<file path="src/rtl/arpfx_pkg.sv">
// ----------------------------------------------------------------------------
// arpfx_pkg: shared types and constants for the range-to-prefix block
// Address width, word layouts, the queue entry and the prefix length encoder.
// ----------------------------------------------------------------------------
package arpfx_pkg;

	localparam int ADDR_BITS   = 32;
	localparam int REM_BITS    = ADDR_BITS + 1;     // range size, up to 2**ADDR_BITS
	localparam int LEN_BITS    = 6;
	localparam int IN_DATA_W   = 2 * ADDR_BITS;     // range_start, range_end
	localparam int OUT_DATA_W  = 40;                // prefix_base, prefix_length, pad
	localparam int OUT_USER_W  = 1;                 // range_empty

	typedef logic [ADDR_BITS-1:0] addr_t;
	typedef logic [REM_BITS-1:0]  rem_t;
	typedef logic [LEN_BITS-1:0]  len_t;

	// classified range as it waits for the back end
	typedef struct packed {
		logic  empty;
		addr_t start;
		rem_t  remain;   // end - start + 1
	} range_entry_t;

	// one-hot block size (2**k) to prefix length (ADDR_BITS - k)
	function automatic len_t prefix_len(input rem_t onehot);
		len_t k;
		k = '0;
		for (int i = 0; i < REM_BITS; i++) begin
			if (onehot[i]) begin
				k = k | len_t'(i);
			end
		end
		return len_t'(ADDR_BITS) - k;
	endfunction

endpackage

</file>
<file path="src/rtl/address_range_to_prefixes_top.sv">
// ----------------------------------------------------------------------------
// address_range_to_prefixes_top: address range to aligned prefix list
// Splits an inclusive 32-bit range into the minimal ascending prefix list.
// ----------------------------------------------------------------------------
// Usage:
//   Slave side takes one word per range: start in the low 32 bits, end above.
//   Master side gives one word per prefix: base and length in tdata, tuser
//   flags an empty range (start above end; base and length zero), tlast
//   marks the final prefix of each range.
// Path: the first prefix of a range passes the input stage, the queue write,
//   the generator load and the output register before it is valid.
// Throughput: after a load step the generator gives one prefix per cycle while
//   m_tready allows, up to 62 prefixes per range; that per-block loop in
//   the generator sets the rate. The input stage and a QUEUE_DEPTH-entry
//   queue keep taking ranges while the generator is busy.
// Reset: arst_n clears the input stage, the queue and the generator; any
//   range in flight is dropped.
// Stall: while m_tready is low the output word holds and the generator
//   pauses; the queue fills and then s_tready drops.
// ----------------------------------------------------------------------------
module address_range_to_prefixes_top #(
	parameter int QUEUE_DEPTH = 2
) (
	input  logic                               clk,
	input  logic                               arst_n,
	input  logic                               s_tvalid,
	output logic                               s_tready,
	input  logic [arpfx_pkg::IN_DATA_W-1:0]    s_tdata,   // range_start, range_end
	output logic                               m_tvalid,
	input  logic                               m_tready,
	output logic [arpfx_pkg::OUT_DATA_W-1:0]   m_tdata,   // prefix_base, prefix_length, zero pad
	output logic [arpfx_pkg::OUT_USER_W-1:0]   m_tuser,   // range_empty
	output logic                               m_tlast    // last_prefix
);
	import arpfx_pkg::*;

	logic         push_valid;
	logic         push_ready;
	range_entry_t push_data;
	logic         pop_valid;
	logic         pop_ready;
	range_entry_t pop_data;

	// classify and size each range
	arpfx_front u_front (
		.clk        (clk),
		.arst_n     (arst_n),
		.s_tvalid   (s_tvalid),
		.s_tready   (s_tready),
		.s_tdata    (s_tdata),
		.push_valid (push_valid),
		.push_ready (push_ready),
		.push_data  (push_data)
	);

	// buffered ranges waiting for the generator
	arpfx_queue #(
		.DEPTH (QUEUE_DEPTH)
	) u_queue (
		.clk        (clk),
		.arst_n     (arst_n),
		.push_valid (push_valid),
		.push_ready (push_ready),
		.push_data  (push_data),
		.pop_valid  (pop_valid),
		.pop_ready  (pop_ready),
		.pop_data   (pop_data)
	);

	// one aligned block per cycle while the output is not stalled
	arpfx_back u_back (
		.clk      (clk),
		.arst_n   (arst_n),
		.q_valid  (pop_valid),
		.q_ready  (pop_ready),
		.q_data   (pop_data),
		.m_tvalid (m_tvalid),
		.m_tready (m_tready),
		.m_tdata  (m_tdata),
		.m_tuser  (m_tuser),
		.m_tlast  (m_tlast)
	);

endmodule

</file>
<file path="src/rtl/arpfx_front.sv">
// ----------------------------------------------------------------------------
// arpfx_front: input stage
// Takes a range word, flags empty ranges, precomputes the range size.
// ----------------------------------------------------------------------------
module arpfx_front (
	input  logic                                 clk,
	input  logic                                 arst_n,
	input  logic                                 s_tvalid,
	output logic                                 s_tready,
	input  logic [arpfx_pkg::IN_DATA_W-1:0]      s_tdata,
	output logic                                 push_valid,
	input  logic                                 push_ready,
	output arpfx_pkg::range_entry_t              push_data
);
	import arpfx_pkg::*;

	logic         valid_s1;
	range_entry_t entry_s1;
	addr_t        start_w;
	addr_t        end_w;
	range_entry_t entry_d;

	assign start_w = s_tdata[ADDR_BITS-1:0];
	assign end_w   = s_tdata[IN_DATA_W-1:ADDR_BITS];

	always_comb begin
		entry_d.empty  = (start_w > end_w);
		entry_d.start  = start_w;
		entry_d.remain = {1'b0, end_w} - {1'b0, start_w} + rem_t'(1);
	end

	assign s_tready   = !valid_s1 || push_ready;
	assign push_valid = valid_s1;
	assign push_data  = entry_s1;

	always_ff @(posedge clk or negedge arst_n) begin
		if (!arst_n) begin
			valid_s1 <= 1'b0;
		end else if (s_tvalid && s_tready) begin
			valid_s1 <= 1'b1;
		end else if (push_ready) begin
			valid_s1 <= 1'b0;
		end
	end

	always_ff @(posedge clk) begin
		if (s_tvalid && s_tready) begin
			entry_s1 <= entry_d;
		end
	end

endmodule

</file>
<file path="src/rtl/arpfx_queue.sv">
// ----------------------------------------------------------------------------
// arpfx_queue: small FIFO of classified ranges
// Decouples the input stage from the prefix generator.
// ----------------------------------------------------------------------------
module arpfx_queue #(
	parameter int DEPTH = 2
) (
	input  logic                    clk,
	input  logic                    arst_n,
	input  logic                    push_valid,
	output logic                    push_ready,
	input  arpfx_pkg::range_entry_t push_data,
	output logic                    pop_valid,
	input  logic                    pop_ready,
	output arpfx_pkg::range_entry_t pop_data
);
	import arpfx_pkg::*;

	localparam int PTR_W = (DEPTH > 1) ? $clog2(DEPTH) : 1;
	localparam int CNT_W = $clog2(DEPTH + 1);

	range_entry_t           mem [DEPTH];
	logic [PTR_W-1:0]       wr_ptr_q;
	logic [PTR_W-1:0]       rd_ptr_q;
	logic [CNT_W-1:0]       count_q;
	logic                   push;
	logic                   pop;

	assign push_ready = (count_q != CNT_W'(DEPTH));
	assign pop_valid  = (count_q != '0);
	assign pop_data   = mem[rd_ptr_q];
	assign push       = push_valid && push_ready;
	assign pop        = pop_valid && pop_ready;

	function automatic logic [PTR_W-1:0] next_ptr(input logic [PTR_W-1:0] p);
		return (p == PTR_W'(DEPTH - 1)) ? '0 : p + PTR_W'(1);
	endfunction

	always_ff @(posedge clk or negedge arst_n) begin
		if (!arst_n) begin
			wr_ptr_q <= '0;
			rd_ptr_q <= '0;
			count_q  <= '0;
		end else begin
			if (push) begin
				wr_ptr_q <= next_ptr(wr_ptr_q);
			end
			if (pop) begin
				rd_ptr_q <= next_ptr(rd_ptr_q);
			end
			if (push && !pop) begin
				count_q <= count_q + CNT_W'(1);
			end else if (pop && !push) begin
				count_q <= count_q - CNT_W'(1);
			end
		end
	end

	always_ff @(posedge clk) begin
		if (push) begin
			mem[wr_ptr_q] <= push_data;
		end
	end

endmodule

</file>
<file path="src/rtl/arpfx_back.sv">
// ----------------------------------------------------------------------------
// arpfx_back: prefix generator
// Walks a range one aligned block per cycle, unless the output stalls, into a registered output word.
// ----------------------------------------------------------------------------
module arpfx_back (
	input  logic                                  clk,
	input  logic                                  arst_n,
	input  logic                                  q_valid,
	output logic                                  q_ready,
	input  arpfx_pkg::range_entry_t               q_data,
	output logic                                  m_tvalid,
	input  logic                                  m_tready,
	output logic [arpfx_pkg::OUT_DATA_W-1:0]      m_tdata,
	output logic [arpfx_pkg::OUT_USER_W-1:0]      m_tuser,
	output logic                                  m_tlast
);
	import arpfx_pkg::*;

	logic   busy_q;
	logic   empty_q;
	addr_t  cursor_q;
	rem_t   remain_q;

	logic   out_valid_q;
	addr_t  out_base_q;
	len_t   out_len_q;
	logic   out_empty_q;
	logic   out_last_q;

	rem_t   cur_ext;
	rem_t   align_blk;    // lowest set bit of cursor, 2**ADDR_BITS at zero
	rem_t   smear;        // remain with every bit below its top one set
	rem_t   fit_blk;      // largest power of two not above remain
	rem_t   blk;
	logic   is_last;
	logic   fire;

	always_comb begin
		cur_ext   = {1'b1, cursor_q};
		align_blk = cur_ext & (~cur_ext + rem_t'(1));
		smear     = remain_q;
		smear     = smear | (smear >> 1);
		smear     = smear | (smear >> 2);
		smear     = smear | (smear >> 4);
		smear     = smear | (smear >> 8);
		smear     = smear | (smear >> 16);
		smear     = smear | (smear >> 32);
		fit_blk   = smear & ~(smear >> 1);
		// aligned block fits when it is no higher than the fitting one
		blk       = ((align_blk & smear) != '0) ? align_blk : fit_blk;
		is_last   = empty_q || (remain_q == blk);
	end

	assign q_ready = !busy_q;
	assign fire    = busy_q && (!out_valid_q || m_tready);

	always_ff @(posedge clk or negedge arst_n) begin
		if (!arst_n) begin
			busy_q      <= 1'b0;
			out_valid_q <= 1'b0;
		end else begin
			if (!busy_q && q_valid) begin
				busy_q <= 1'b1;
			end else if (fire && is_last) begin
				busy_q <= 1'b0;
			end
			if (fire) begin
				out_valid_q <= 1'b1;
			end else if (m_tready) begin
				out_valid_q <= 1'b0;
			end
		end
	end

	always_ff @(posedge clk) begin
		if (!busy_q && q_valid) begin
			cursor_q <= q_data.start;
			remain_q <= q_data.remain;
			empty_q  <= q_data.empty;
		end else if (fire) begin
			cursor_q <= cursor_q + blk[ADDR_BITS-1:0];
			remain_q <= remain_q - blk;
		end
		if (fire) begin
			out_base_q  <= empty_q ? '0 : cursor_q;
			out_len_q   <= empty_q ? '0 : prefix_len(blk);
			out_empty_q <= empty_q;
			out_last_q  <= is_last;
		end
	end

	assign m_tvalid = out_valid_q;
	assign m_tdata  = {{(OUT_DATA_W - ADDR_BITS - LEN_BITS){1'b0}}, out_len_q, out_base_q};
	assign m_tuser  = out_empty_q;
	assign m_tlast  = out_last_q;

`ifndef NO_ASSERTIONS
	a_remain_nonzero: assert property (@(posedge clk) disable iff (!arst_n)
		busy_q && !empty_q |-> remain_q != '0)
		else $error("range size zero while walking");

	a_empty_is_last: assert property (@(posedge clk) disable iff (!arst_n)
		m_tvalid && m_tuser[0] |-> m_tlast && out_base_q == '0 && out_len_q == '0)
		else $error("empty result not a lone zero word");

	a_len_range: assert property (@(posedge clk) disable iff (!arst_n)
		m_tvalid |-> out_len_q <= len_t'(ADDR_BITS))
		else $error("prefix length out of range");

	a_block_onehot: assert property (@(posedge clk) disable iff (!arst_n)
		busy_q && !empty_q |-> $onehot(blk) && blk <= remain_q)
		else $error("block size not a single fitting power of two");
`endif

endmodule
</file>
<file path="config.mk">
export PLATFORM = sky130hd
export DESIGN_NAME = address_range_to_prefixes_top
export DESIGN_NICKNAME = d
export VERILOG_FILES = /design/src/rtl/arpfx_pkg.sv /design/src/rtl/address_range_to_prefixes_top.sv /design/src/rtl/arpfx_front.sv /design/src/rtl/arpfx_queue.sv /design/src/rtl/arpfx_back.sv
export SDC_FILE = /design/constraint.sdc
export NUM_CORES = 1
export LEC_CHECK = 0
export ABC_CLOCK_PERIOD_IN_PS = 20000
export BUFFER_PORTS_ARGS = -buffer_cell sky130_fd_sc_hd__buf_2
export CAP_MARGIN = 25
export CORE_MARGIN = 3
export CORE_UTILIZATION = 45
export DETAILED_ROUTE_END_ITERATION = 16
export HOLD_SLACK_MARGIN = 0.06
export PLACE_DENSITY_LB_ADDON = 0.15
export SETUP_SLACK_MARGIN = 0.4
export SLEW_MARGIN = 30
export SYNTH_ARGS = -nofsm -noshare
export SYNTH_HDL_FRONTEND = slang
export SYNTH_SLANG_ARGS = --single-unit
</file>
<file path="constraint.sdc">
create_clock -name clk -period 20 [get_ports clk]
set_clock_uncertainty 0.2 [all_clocks]
set_input_delay 4 -clock clk [delete_from_list [all_inputs] [get_ports clk]]
set_output_delay 4 -clock clk [all_outputs]
set_load 0.01 [all_outputs]
</file>
# Yosys cells after proc, flatten, opt, wreduce, memory -nomap -nowiden
# Memories as Yosys holds them, arrays and structs flattened.
# Cells that the tools add are included.
[word_totals]
regBits = 179
ram_bits = 132
out_inout_bits = 44
wordCells = 151
memories = 1
[classes]
add_sub_neg = 10
order_cmp = 1
eq_ne = 2
n_mux = 88
n_bitwise = 11
reduce_logical = 22
[memory_table]
columns = ["name", "words", "width", "rd", "rd_clocked_by_memory_dff", "wr", "line", "source"]
rows = [
  ["u_queue.mem", 2, 66, 1, 0, 1, "arpfx_queue.sv:22", "range_entry_t mem [DEPTH];"],
]
[ops]
columns = ["operator", "n"]
rows = [
  ["two-way mux 6 bit", 34],
  ["two-way mux 33 bit", 4],
  ["bitwise AND 33 bit", 3],
  ["two-way mux 32 bit", 3],
  ["two-way mux 5 bit", 16],
  ["adder 33 x 1 -> 33 bit, second input constant", 2],
  ["== test 33 bit", 1],
  ["inverter 32 -> 33 bit", 1],
  ["inverter 33 bit", 1],
  ["OR 33 x 1 -> 33 bit", 1],
  ["OR 33 x 17 -> 33 bit", 1],
  ["OR 33 x 25 -> 33 bit", 1],
  ["OR 33 x 29 -> 33 bit", 1],
  ["OR 33 x 31 -> 33 bit", 1],
  ["OR 33 x 32 -> 33 bit", 1],
  ["nonzero test 33 bit", 1],
  ["subtractor 32 x 32 -> 33 bit", 1],
  ["subtractor 33 bit", 1],
  ["adder 32 bit", 1],
  ["> comparator 32 bit", 1],
  ["two-way mux 4 bit", 8],
  ["two-way mux 1 bit", 14],
  ["two-way mux 3 bit", 4],
  ["nonzero test 2 bit", 6],
  ["9 further kinds", 26],
]

# Logic depth before layout (Yosys ltp)
[depth]
depth_word = 74
ltp_mapped = 26
mapped_depth_nobuf = 22

# Hierarchy
# From an unflattened synthesis, not the netlist that was laid out.
[unflattened]
hier_cells = 1795
hier_area_um2 = 19650.1
[modules_own_cells]
columns = ["mod", "n_inst", "cells_per_inst", "area_each_um2", "seq_area_each_um2"]
rows = [
  ["arpfx_back", 1, 1072, 9345.2, 3233.1],
  ["arpfx_front", 1, 500, 5235.0, 2006.9],
  ["arpfx_queue", 1, 223, 5069.9, 4063.9],
]

# Worst setup path after synthesis
# OpenSTA, ideal clock, no wires.
[synth_timing]
kind = "input to register"
start = "in s_tdata[33] (netlist bit)"
end = "reg u_front.entry_s1, in the netlist u_front.push_data[29] (data pin)"
arrival_time_ns = 7.369
required_time_ns = 19.539
slack_ns = 12.170
path_stages = 17
n_path_buf = 0
path_cell_list = "inv_1 > ha_1 > inv_1 > ha_1 > inv_1 > fa_1 > nor2b_1 > o21ai_1 > a211o_1 > a211oi_1 > o41ai_1 > o21ai_1 > o41a_1 > a41o_1 > o41a_1 > a21o_1 > a311o_1"
[synth_lines]
columns = ["element", "line", "source"]
rows = [
  ["from (decl)", "address_range_to_prefixes_top.sv:28", "input logic [arpfx_pkg::IN_DATA_W-1:0] s_tdata,"],
  ["to (signal assigned)", "arpfx_front.sv:48", "entry_s1 <= entry_d;"],
  ["to (decl)", "arpfx_front.sv:18", "range_entry_t entry_s1;"],
]

# Final worst setup path
[layout_timing]
start = "reg u_back.cursor_q[1]"
end = "reg u_back.cursor_q[28] (data pin)"
[layout_between]
elab_chain_len = 10
[layout_lines]
columns = ["element", "line", "source"]
rows = [
  ["from (decl)", "arpfx_back.sv:21", "addr_t cursor_q;"],
  ["from (signal assigned)", "arpfx_back.sv:77", "cursor_q <= q_data.start;"],
  ["from (signal assigned)", "arpfx_back.sv:81", "cursor_q <= cursor_q + blk[ADDR_BITS-1:0];"],
  ["inverter 33 bit", "arpfx_back.sv:40", "align_blk = cur_ext & (~cur_ext + rem_t'(1));"],
  ["adder 33 x 1 -> 33 bit", "arpfx_back.sv:40", ""],
  ["bitwise AND 33 bit", "arpfx_back.sv:40", ""],
  ["bitwise AND 33 bit", "arpfx_back.sv:50", "blk = ((align_blk & smear) != '0) ? align_blk : fit_blk;"],
  ["nonzero test 33 bit", "arpfx_back.sv:50", ""],
  ["two-way mux 33 bit", "arpfx_back.sv:50", ""],
  ["adder 32 bit (*)", "arpfx_back.sv:81", ""],
  ["two-way mux 32 bit (*)", "arpfx_back.sv:80", "end else if (fire) begin"],
  ["two-way mux 32 bit (*) (2 in series)", "arpfx_back.sv:76", "if (!busy_q && q_valid) begin"],
]
# Mark *: on every way between the ends. The rest lies on a longest branch, timed or not. The select of a mux whose other input is x is not followed.
# A chain may end at the register's enable or synchronous reset.

==> results.py <==
metrics = {
    "outcome": {
        "outcome": "complete, no violations",
    },
    "clock_network": {
        "insertion_delay_ps": 570,
        "hold_buffers": 0,
        "post_cts_buffers": 0,
        "htreeDepth": 2,
        "cts_buffer_depth": 3,
        "cts-root-buf": "clkbuf_16",
        "post_cts_resized": 0,
        "cts.sinks": 311,
        "cts_buffers": 36,
        "cts_tree": "built",
        "clk_pin_slew_worst_paths_ps": 60,
    },
    "final_layout": {
        "stdcell_area_mm2": 0.0213,
        "final_nets": 2072,
        "register_area_mm2": 0.00931,
        "drive_above_1_share_pct": 12.3,
        "multi_input_area_mm2": 0.00902,
        "areaGrowthSynthToFinish_pct": 12.1,
        "n_antenna_cell": 0,
        "fill_cells": 3678,
    },
    "synth": {
        "avgSynthCellArea_um2": 11.0,
        "yosys.area.top_type": "edfxtp_1",
        "postSynthCellCount": 1728,
        "synth_cell_types": 89,
        "synth_most_common_cell": "edfxtp_1",
        "synthTopCellsByCount": "304 x edfxtp_1, 160 x ha_1, 136 x nor2_1",
        "ys_ff_latch": 311,
        "synth.area.top_cells": "edfxtp_1 48%, ha_1 11%, a21oi_1 3.1%",
        "ys.warnings.count": 0,
        "synth-edff-count": 304,
        "syn_area_mm2": 0.0190,
        "synth_top_area_share_pct": 48.1,
        "synth_flop_cell": "edfxtp_1",
        "ys_async_sr_fraction_pct": 2.25,
        "yosysSeqAreaShare_pct": 49.0,
    },
    "power": {
        "ir_worst_vdd_mv": 0.0886,
        "powerDensity_mw_per_mm2": 155,
        "leakagePower_nw": 8.47,
        "power_mw": 3.29,
    },
    "global_route": {
        "met3_usage_pct": 3.50,
        "grt_max_degree": 79,
        "grt_pass1_vias": 13600,
        "grt_first_pass_wirelength_mm": 75.2,
        "antenna_found_initial": 0,
        "grt_use_met2_pct": 31.4,
        "grt_busiest_layer": "met1",
        "grt_use_total_pct": 21.4,
        "grtUsageMet1_pct": 32.0,
        "overflow": 0,
    },
    "detailed_routing": {
        "finalWirelength_mm": 47.9,
        "first_iter_violations": 911,
        "wire_per_inst_um": 20.0,
        "num_vias": 13900,
        "viasPerCell": 5.79,
        "drtPass1Iterations": 5,
        "drcViolationCount": 0,
        "ant_nets": 0,
    },
    "sta": {
        "fin_crit_sh_pct": 43.8,
        "finalHoldViolations": 0,
        "fin_tns_setup_ps": 0,
        "relSlewSlack_pct": 19.9,
        "setup_viol": 0,
        "final_max_slew_viol_count": 0,
        "tightest_slew_ps": 1190,
        "rsz0062_at_grt": "no",
        "fmax_mhz": 114,
        "timing.hold.ws_ps": 239,
        "fin_crit_ps": 8770,
    },
    "run": {
        "max_cap_violations": 0,
    },
    "min_path": {
        "min_path_cells": 0,
        "hold_path.class": "reg2reg",
    },
    "worst_setup_path": {
        "arrival_ps": 8840,
        "critPathLaunchType": "register",
        "worst_setup_path_end_kind": "register",
        "critPathMaxFanout": 16,
        "path_class": "reg2reg",
        "required_ps": 20070,
        "r2r.worst_path.cells": 21,
    },
    "floorplanning": {
        "start_util_pct": 46.1,
        "die_w_um": 211,
        "die_area_mm2": 0.0447,
        "num_io_pins": 112,
        "rows": 74,
        "die_y_um": 211,
        "design.core.area_mm2": 0.0412,
    },
    "placement": {
        "routabilityCongestion": 0.948,
        "dpl.hpwl_mm": 35.7,
        "dpl_cell_area_mm2": 0.0201,
        "portBuffers": 109,
    },
}
where the power goes:
part	leakage (nW)	switching (mW)	internal (mW)
combinational	4.90	0.832	0.521
clock	0.573	0.268	0.374
sequential	2.99	0.212	1.08
kinds of logic after synthesis:
family / count (synthesis) / synth area share [%]
compound gates: 406 / 14.4
xor+xnor: 80 / 3.69
buf+inv: 171 / 3.51
fa+ha+maj: 163 / 10.9
other cells: 1 / 0.0198
flops: 311 / 49.0
simple gates: 536 / 15.3
mux: 60 / 3.22
flip-flops by register name, indices dropped and copies added (netlist names), 2 cells and up:
name / cells
u_back.cursor_q: 32
u_back.remain_q: 33
u_queue.count_q: 2
u_front.push_data: 66
u_back.out_base_q: 32
u_back.out_len_q: 6
u_queue.mem: 132
final cells by class:
type	count	area share, %
sequential	311	43.7
multi-input combinational	1247	42.4
clock buffer	42	4.53
tap	532	3.13
timing repair buffer	124	3.09
inverter	121	2.13
clock inverter	23	0.947
metrics by stage:
step / utilization (%) / setup WS (ps) / cells
6_report: 51.6 / 11230 / 2400
5_1_grt: 51.6 / 10680 / 2400
4_1_cts: 51.6 / 11250 / 2400
2_1_floorplan: - / 12170 / 1729
3_5_place_dp: 48.8 / 11230 / 2335
3_3_place_gp: 48.8 / 11390 / 2335
layout by cell type (no fill, tap or decap), types with 7 or more instances in the layout:
| cell | Yosys | layout |
|---|---|---|
| edfxtp_1 | 304 | 304 |
| ha_1 | 160 | 160 |
| nor2_1 | 136 | 135 |
| inv_1 | 120 | 120 |
| a21oi_1 | 118 | 118 |
| buf_2 | 8 | 109 |
| nand2_1 | 88 | 88 |
| o21ai_0 | 70 | 70 |
| nor2b_1 | 59 | 59 |
| xnor2_1 | 59 | 59 |
| mux2i_1 | 51 | 51 |
| a21o_1 | 42 | 42 |
| clkbuf_16 | 0 | 37 |
| nand4_1 | 32 | 32 |
| nand3_1 | 32 | 32 |
| nor3_1 | 31 | 31 |
| a211oi_1 | 26 | 26 |
| nand2b_1 | 22 | 22 |
| nor4_1 | 21 | 21 |
| xor2_1 | 21 | 21 |
| or3_1 | 17 | 17 |
| o21a_1 | 16 | 16 |
| buf_4 | 2 | 15 |
| and3_1 | 15 | 14 |
| o211ai_1 | 13 | 13 |
| or4_1 | 12 | 12 |
| a31oi_1 | 11 | 11 |
| o21bai_1 | 11 | 11 |
| or2_2 | 11 | 11 |
| nand3b_1 | 10 | 10 |
| and2_1 | 11 | 9 |
| o31ai_1 | 9 | 9 |
| and4_1 | 8 | 8 |
| o41ai_1 | 8 | 8 |
| mux2_2 | 8 | 8 |
| clkinv_1 | 1 | 8 |
| clkinv_2 | 0 | 8 |
| a41oi_1 | 7 | 7 |
worst paths after layout:
kind                                        from                  end  slack, ps
max                           u_back.cursor_q[1]  u_back.cursor_q[28]      11230
min                        u_front.push_data[31]   u_queue.mem[1][31]        240
min reg2reg                u_front.push_data[31]   u_queue.mem[1][31]        240
max reg2reg                   u_back.cursor_q[1]  u_back.cursor_q[28]      11230
max in group asynchronous                 arst_n     u_queue.rd_ptr_q      16370
min in group asynchronous                 arst_n   u_front.push_valid       3060
layer usage:
metal	wire [µm]	share of wire (%)
met1	23200	48
met5	0	0
met2	20200	42
met3	2840	5.9
met4	1670	3.5
critical path: stages, from the launching register on:
cell and delay (ps):
edfxtp_1 520, nor4_2 620, nand4_1 690, nor3_2 560, nand4b_1 510, nand2_1 360, or4_1 600, nor2_1 100
o21ai_0 610, inv_1 190, fa_1 490, a211oi_1 340, o21ba_2 220, a21oi_1 120, a2111oi_1 700, o211ai_1 260
a31oi_1 290, o31ai_1 190, or4_1 420, a31oi_1 220, xor2_1 150, o21ai_0 100
Power figures use the tool's default switching activity.
